File: src/hdl/affine_point_transform_3d_macros.svh
// Assertion helpers used by the top-level module.
`ifndef AFFINE_POINT_TRANSFORM_3D_MACROS_SVH
`define AFFINE_POINT_TRANSFORM_3D_MACROS_SVH

// Same-cycle implication, disabled during reset.
`define APT_CHECK(label, ante, cons, msg) \
	label: assert property (@(posedge clk) disable iff (!arst_n) (ante) |-> (cons)) \
		else $error(msg);

// Next-cycle implication, disabled during reset.
`define APT_CHECK_NEXT(label, ante, cons, msg) \
	label: assert property (@(posedge clk) disable iff (!arst_n) (ante) |=> (cons)) \
		else $error(msg);

`endif

File: src/hdl/apt3d_pkg.sv
package apt3d_pkg;

	localparam int COORD_WIDTH    = 24;
	localparam int TRIG_FRAC_BITS = 14;
	localparam int COORD_FRAC     = 8;

	typedef enum logic [2:0] {
		MODE_IDENTITY  = 3'd0,
		MODE_TRANSLATE = 3'd1,
		MODE_SCALE     = 3'd2,
		MODE_ROTATE    = 3'd3,
		MODE_REFLECT   = 3'd4,
		MODE_SHEAR     = 3'd5
	} mode_t;

	localparam logic [1:0] AXIS_NONE = 2'd0;
	localparam logic [1:0] AXIS_X    = 2'd1;
	localparam logic [1:0] AXIS_Y    = 2'd2;
	localparam logic [1:0] AXIS_Z    = 2'd3;

	localparam logic [1:0] PLANE_NONE = 2'd0;
	localparam logic [1:0] PLANE_Z    = 2'd1;
	localparam logic [1:0] PLANE_X    = 2'd2;
	localparam logic [1:0] PLANE_Y    = 2'd3;

	localparam logic [2:0] REG_MODE    = 3'd0;
	localparam logic [2:0] REG_AXIS    = 3'd1;
	localparam logic [2:0] REG_PLANE   = 3'd2;
	localparam logic [2:0] REG_PARAM_X = 3'd3;
	localparam logic [2:0] REG_PARAM_Y = 3'd4;
	localparam logic [2:0] REG_PARAM_Z = 3'd5;
	localparam logic [2:0] REG_COS     = 3'd6;
	localparam logic [2:0] REG_SIN     = 3'd7;

	typedef struct packed {
		mode_t      mode;
		logic [1:0] axis;
		logic [1:0] plane;
	} ctrl_t;

endpackage

File: src/hdl/apt3d_regs.sv
module apt3d_regs
	import apt3d_pkg::*;
#(
	parameter int COORD_WIDTH    = apt3d_pkg::COORD_WIDTH,
	parameter int TRIG_FRAC_BITS = apt3d_pkg::TRIG_FRAC_BITS,
	parameter int PDATA_W        = 32,
	parameter int PADDR_W        = 5
) (
	input  logic                        clk,
	input  logic                        arst_n,
	input  logic                        psel,
	input  logic                        penable,
	input  logic                        pwrite,
	input  logic [PADDR_W-1:0]          paddr,
	input  logic [PDATA_W-1:0]          pwdata,
	output logic [PDATA_W-1:0]          prdata,
	output ctrl_t                       ctrl,
	output logic [COORD_WIDTH-1:0]      param_x,
	output logic [COORD_WIDTH-1:0]      param_y,
	output logic [COORD_WIDTH-1:0]      param_z,
	output logic [TRIG_FRAC_BITS+1:0]   cos_value,
	output logic [TRIG_FRAC_BITS+1:0]   sin_value
);

	localparam int TW = TRIG_FRAC_BITS + 2;
	localparam int ADDR_LSB = PADDR_W - 3;
	localparam logic [TW-1:0] COS_RESET = TW'(1) << TRIG_FRAC_BITS;

	ctrl_t             ctrl_q;
	logic [COORD_WIDTH-1:0] px_q, py_q, pz_q;
	logic [TW-1:0]     cos_q, sin_q;
	logic [2:0]        idx;

	assign idx = paddr[ADDR_LSB +: 3];

	always_ff @(posedge clk or negedge arst_n) begin
		if (!arst_n) begin
			ctrl_q.mode  <= MODE_IDENTITY;
			ctrl_q.axis  <= AXIS_NONE;
			ctrl_q.plane <= PLANE_NONE;
			px_q  <= '0;
			py_q  <= '0;
			pz_q  <= '0;
			cos_q <= COS_RESET;
			sin_q <= '0;
		end else if (psel && penable && pwrite) begin
			case (idx)
				REG_MODE:    ctrl_q.mode  <= mode_t'(pwdata[2:0]);
				REG_AXIS:    ctrl_q.axis  <= pwdata[1:0];
				REG_PLANE:   ctrl_q.plane <= pwdata[1:0];
				REG_PARAM_X: px_q  <= pwdata[COORD_WIDTH-1:0];
				REG_PARAM_Y: py_q  <= pwdata[COORD_WIDTH-1:0];
				REG_PARAM_Z: pz_q  <= pwdata[COORD_WIDTH-1:0];
				REG_COS:     cos_q <= pwdata[TW-1:0];
				REG_SIN:     sin_q <= pwdata[TW-1:0];
				default: ;
			endcase
		end
	end

	always_comb begin
		case (idx)
			REG_MODE:    prdata = PDATA_W'(ctrl_q.mode);
			REG_AXIS:    prdata = PDATA_W'(ctrl_q.axis);
			REG_PLANE:   prdata = PDATA_W'(ctrl_q.plane);
			REG_PARAM_X: prdata = PDATA_W'(px_q);
			REG_PARAM_Y: prdata = PDATA_W'(py_q);
			REG_PARAM_Z: prdata = PDATA_W'(pz_q);
			REG_COS:     prdata = PDATA_W'(cos_q);
			REG_SIN:     prdata = PDATA_W'(sin_q);
			default:     prdata = '0;
		endcase
	end

	assign ctrl      = ctrl_q;
	assign param_x   = px_q;
	assign param_y   = py_q;
	assign param_z   = pz_q;
	assign cos_value = cos_q;
	assign sin_value = sin_q;

endmodule

File: config.mk
export PLATFORM = sky130hd
export DESIGN_NAME = apt3d_regs
export DESIGN_NICKNAME = d
export VERILOG_FILES = /design/src/hdl/affine_point_transform_3d_macros.svh /design/src/hdl/apt3d_pkg.sv /design/src/hdl/apt3d_regs.sv
export SDC_FILE = /design/constraint.sdc
export NUM_CORES = 1
export LEC_CHECK = 0
export BUFFER_PORTS_ARGS = -buffer_cell sky130_fd_sc_hd__buf_2
export CORE_ASPECT_RATIO = 0.7
export CORE_MARGIN = 3
export CORE_UTILIZATION = 50
export CTS_CLUSTER_DIAMETER = 40
export DETAILED_ROUTE_END_ITERATION = 8
export HOLD_SLACK_MARGIN = 0.15
export PLACE_DENSITY = 0.92
export SLEW_MARGIN = 20
export SYNTH_ARGS = -nofsm -noshare
export SYNTH_HDL_FRONTEND = slang
export SYNTH_SLANG_ARGS = --single-unit
File: constraint.sdc
create_clock -name clk -period 1.95 [get_ports clk]
set_clock_uncertainty 0.15 [all_clocks]
set_input_delay 0.2925 -clock clk [delete_from_list [all_inputs] [get_ports clk]]
set_output_delay 0.2925 -clock clk [all_outputs]
set_load 0.02 [all_outputs]
==> metrics.md <==
| Metric | Value |
|---|---|
| Post-route minimum period | `1.98 ns` |
| Die area | `11500 µm²` |
| Antenna Cells | `0` |
| Total GRT Usage | `23.9%` |
| Drt drc | `0` |
| Global placer's final weighted congestion | `0.831` |
| Most frequent cells in the layout | `159 x buf_2, 111 x mux2_2, 110 x dfrtp_1` |
| Power, Total | `7.33 mW` |
| Routed Antenna Nets | `0` |
| Failing checks | `setup timing` |
| Detailed Routing Iterations Pass 1 | `4` |
| IO Count | `185` |
| Leakage power | `3.61 nW` |
| Layout cells sized above 1 | `59.8%` |
| Buffer depth of the longest clock path | `2` |
| Cts bufs inserted | `9` |
| Initial antenna violation count | `0` |
| Final Cycle Share | `102%` |
| Worst Hold Class | `input port to flip-flop` |
| Area of the multi-input gates | `2180 µm²` |
| Final Hold Viols | `0` |
| Post-Syn Area | `5100 µm²` |
| Worst-Skew Late Latency | `0.33 ns` |
| Yosys top cell by area | `dfrtp_1` |
| Register area share after synthesis | `54.5%` |
| Seq. cell area | `2780 µm²` |
| Commonest non-fill, non-tap cell in the layout | `buf_2` |
| Root buf cell | `clkbuf_16` |
| Top post-synthesis cells by area | `dfrtp_1 54%, mux2_2 25%, mux2i_1 6.3%` |
| Comb pwr share | `31.4%` |
| Clock share of power | `26.1%` |
| Met3 usage | `6.68%` |
| Syn_area_per_cell | `14.3 µm²` |
| Max Cap Viol | `0` |
| Vias post-DR | `3881` |
| Vias/cell | `5.52` |
| Mapped Cells | `357` |
| Grt peak-use layer | `met2` |
| Design area | `6940 µm²` |
| Maximum fanout along the worst path | `2` |
| IO Port Bufs | `166` |
| Int Power | `4.89 mW` |
| Total negative setup slack | `-0.0293 ns` |
| Synth Register Bits | `111` |
| Required time worst endpoint | `1.51 ns` |
| Total wire length | `13700 µm` |
| RSZ-0062 raised after global routing | `true` |
| Status | `complete, but fails checks` |
| GRT met2 Usage | `39.9%` |
| Post-DP HPWL | `9570 µm` |
| Dpl cell area | `6230 µm²` |
| Congestion Overflow GR | `0` |
| Distinct cells, synth | `29` |
| Nets | `612` |
| Slew Viols, Final | `0` |
| Die height | `90.5 µm` |
| Worst EP arrival | `1.54 ns` |
| Setup violators final | `1` |
| Area growth syn-to-layout | `36.0%` |
| Startpoint types | `flip-flop` |
| CTS tree | `yes` |
| First-pass GRT wire length | `21600 µm` |
| Endpoint type of the worst setup path | `primary output` |
| Fillers | `694` |
| Largest net degree at the start of global routing | `42` |
| Switching power | `2.44 mW` |
| Post-synth top area share | `54.0%` |
| Final WS setup | `-0.0293 ns` |
| Crit Path Category | `flip-flop to primary output` |
| Cell area power density | `1060 nW/µm²` |
| Seq pwr share | `42.6%` |
| Fmax | `505 MHz` |
| Peak VDD IR | `0.673 mV` |
| Row count | `30` |
| Clock slew at reported path FFs | `0.07 ns` |
| Starting Density | `52.1%` |
| Vias in the first global route | `4040` |
| Synth Warn # | `0` |
| Routed len/inst | `19.5 µm` |
| GR Util met1 | `30.1%` |
| DR iter-0 viols | `137` |
| Die width | `127 µm` |
| Switching Fraction | `33.3%` |
| Core box area | `9800 µm²` |
| Pre-CTS setup slack | `0.0106 ns` |
| Clock sink total | `111` |
| H-tree depth | `3` |
timing repair:
| action | 4_1_cts | 5_1_grt |
|---|---|---|
| setup buffers | 4 | 8 |
| endpoints found under the setup margin | 2 | 13 |
| endpoints found under the hold margin | 132 | 0 |
| hold buffers | 24 | 0 |
| gates resized for setup | 2 | 12 |
| cloned | 0 | 0 |
| pin swaps | 1 | 2 |
worst max-delay path: stages, from the launching register on:
cell and delay [ns]:
dfrtp_1 0.39, mux4_2 0.45, a22o_1 0.22, buf_6 0.14
synthesized netlist by cell type (all sizes together):
cell    count
mux2      113
clkbuf      4
mux2i      32
or3         2
nand2b      5
mux4        5
nand2      14
a22o        1
o22ai      12
nor2        7
dfrtp     110
a31oi       1
o21ai       8
a221oi      1
nand3b      1
dfstp       1
and3b       1
buf        24
nand4b      1
conb        1
a21o       12
nand4       1
through the flow:
step | util [%] | hold slack [ns] | cells
after floorplan | - | -0.153 | 364
after global placement | 63.6 | 0.129 | 651
after detailed placement | 63.6 | 0.138 | 651
after CTS | 69.7 | 0.152 | 695
after global routing | 70.8 | 0.161 | 703
final | 70.8 | 0.168 | 703
per-layer routing:
metal / up-vias / routed length (µm)
li1: 1710 / -
met1: 1963 / 5610
met2: 178 / 6870
met3: 30 / 898
met4: 0 / 313
met5: - / 0
sequential cells by signal, indices dropped and copies added, names as in the netlist:
signal / count
cos_value: 16
ctrl: 7
param_x: 24
param_y: 24
param_z: 24
sin_value: 16
area by class of cell:
| cell class | instances | area share (%) |
|---|---|---|
| Clock buffer | 10 | 3.30 |
| Clock inverter | 6 | 1.23 |
| Multi-Input combinational cell | 225 | 31.5 |
| Sequential cell | 111 | 40.1 |
| Tap cell | 128 | 2.31 |
| Timing Repair Buffer | 223 | 21.6 |
cell families after synthesis:
kind of cell | after synthesis | synth area share (%)
muxes | 150 | 33.4
DFF | 111 | 54.5
AOI/OAI and AO/OA | 35 | 4.49
and+or+nand+nor | 32 | 3.93
buffers and inverters | 28 | 3.58
other | 1 | 0.0735
path summary, 6_finish.rpt:
check / startpoint / to / slack, ns / depth (start not counted)
setup / recovery: param_z[9]$_DFFE_PN0P_ / prdata[9] / -0.03 / 3
hold / removal: pwdata[0] / ctrl[4]$_DFFE_PN0P_ / 0.17 / 2
setup reg to reg: param_z[9]$_DFFE_PN0P_ / param_z[9]$_DFFE_PN0P_ / 0.89 / 2
hold reg to reg: param_y[5]$_DFFE_PN0P_ / param_y[5]$_DFFE_PN0P_ / 0.38 / 1
max in group asynchronous: arst_n / cos_value[14]$_DFFE_PN1P_ / 0.68 / 3
min in group asynchronous: arst_n / param_y[3]$_DFFE_PN0P_ / 0.32 / 2
power groups by stage:
stage / combinational (mW) / clock, mW / sequential (mW)
after floorplan: 0.786 / 0 / 3.65
after global placement: 2.10 / 0 / 3.11
after detailed placement: 2.16 / 0 / 3.16
after CTS: 2.24 / 1.95 / 3.11
after global routing: 2.44 / 2.05 / 3.18
final: 2.30 / 1.91 / 3.12
Power figures use the tool's default switching activity.
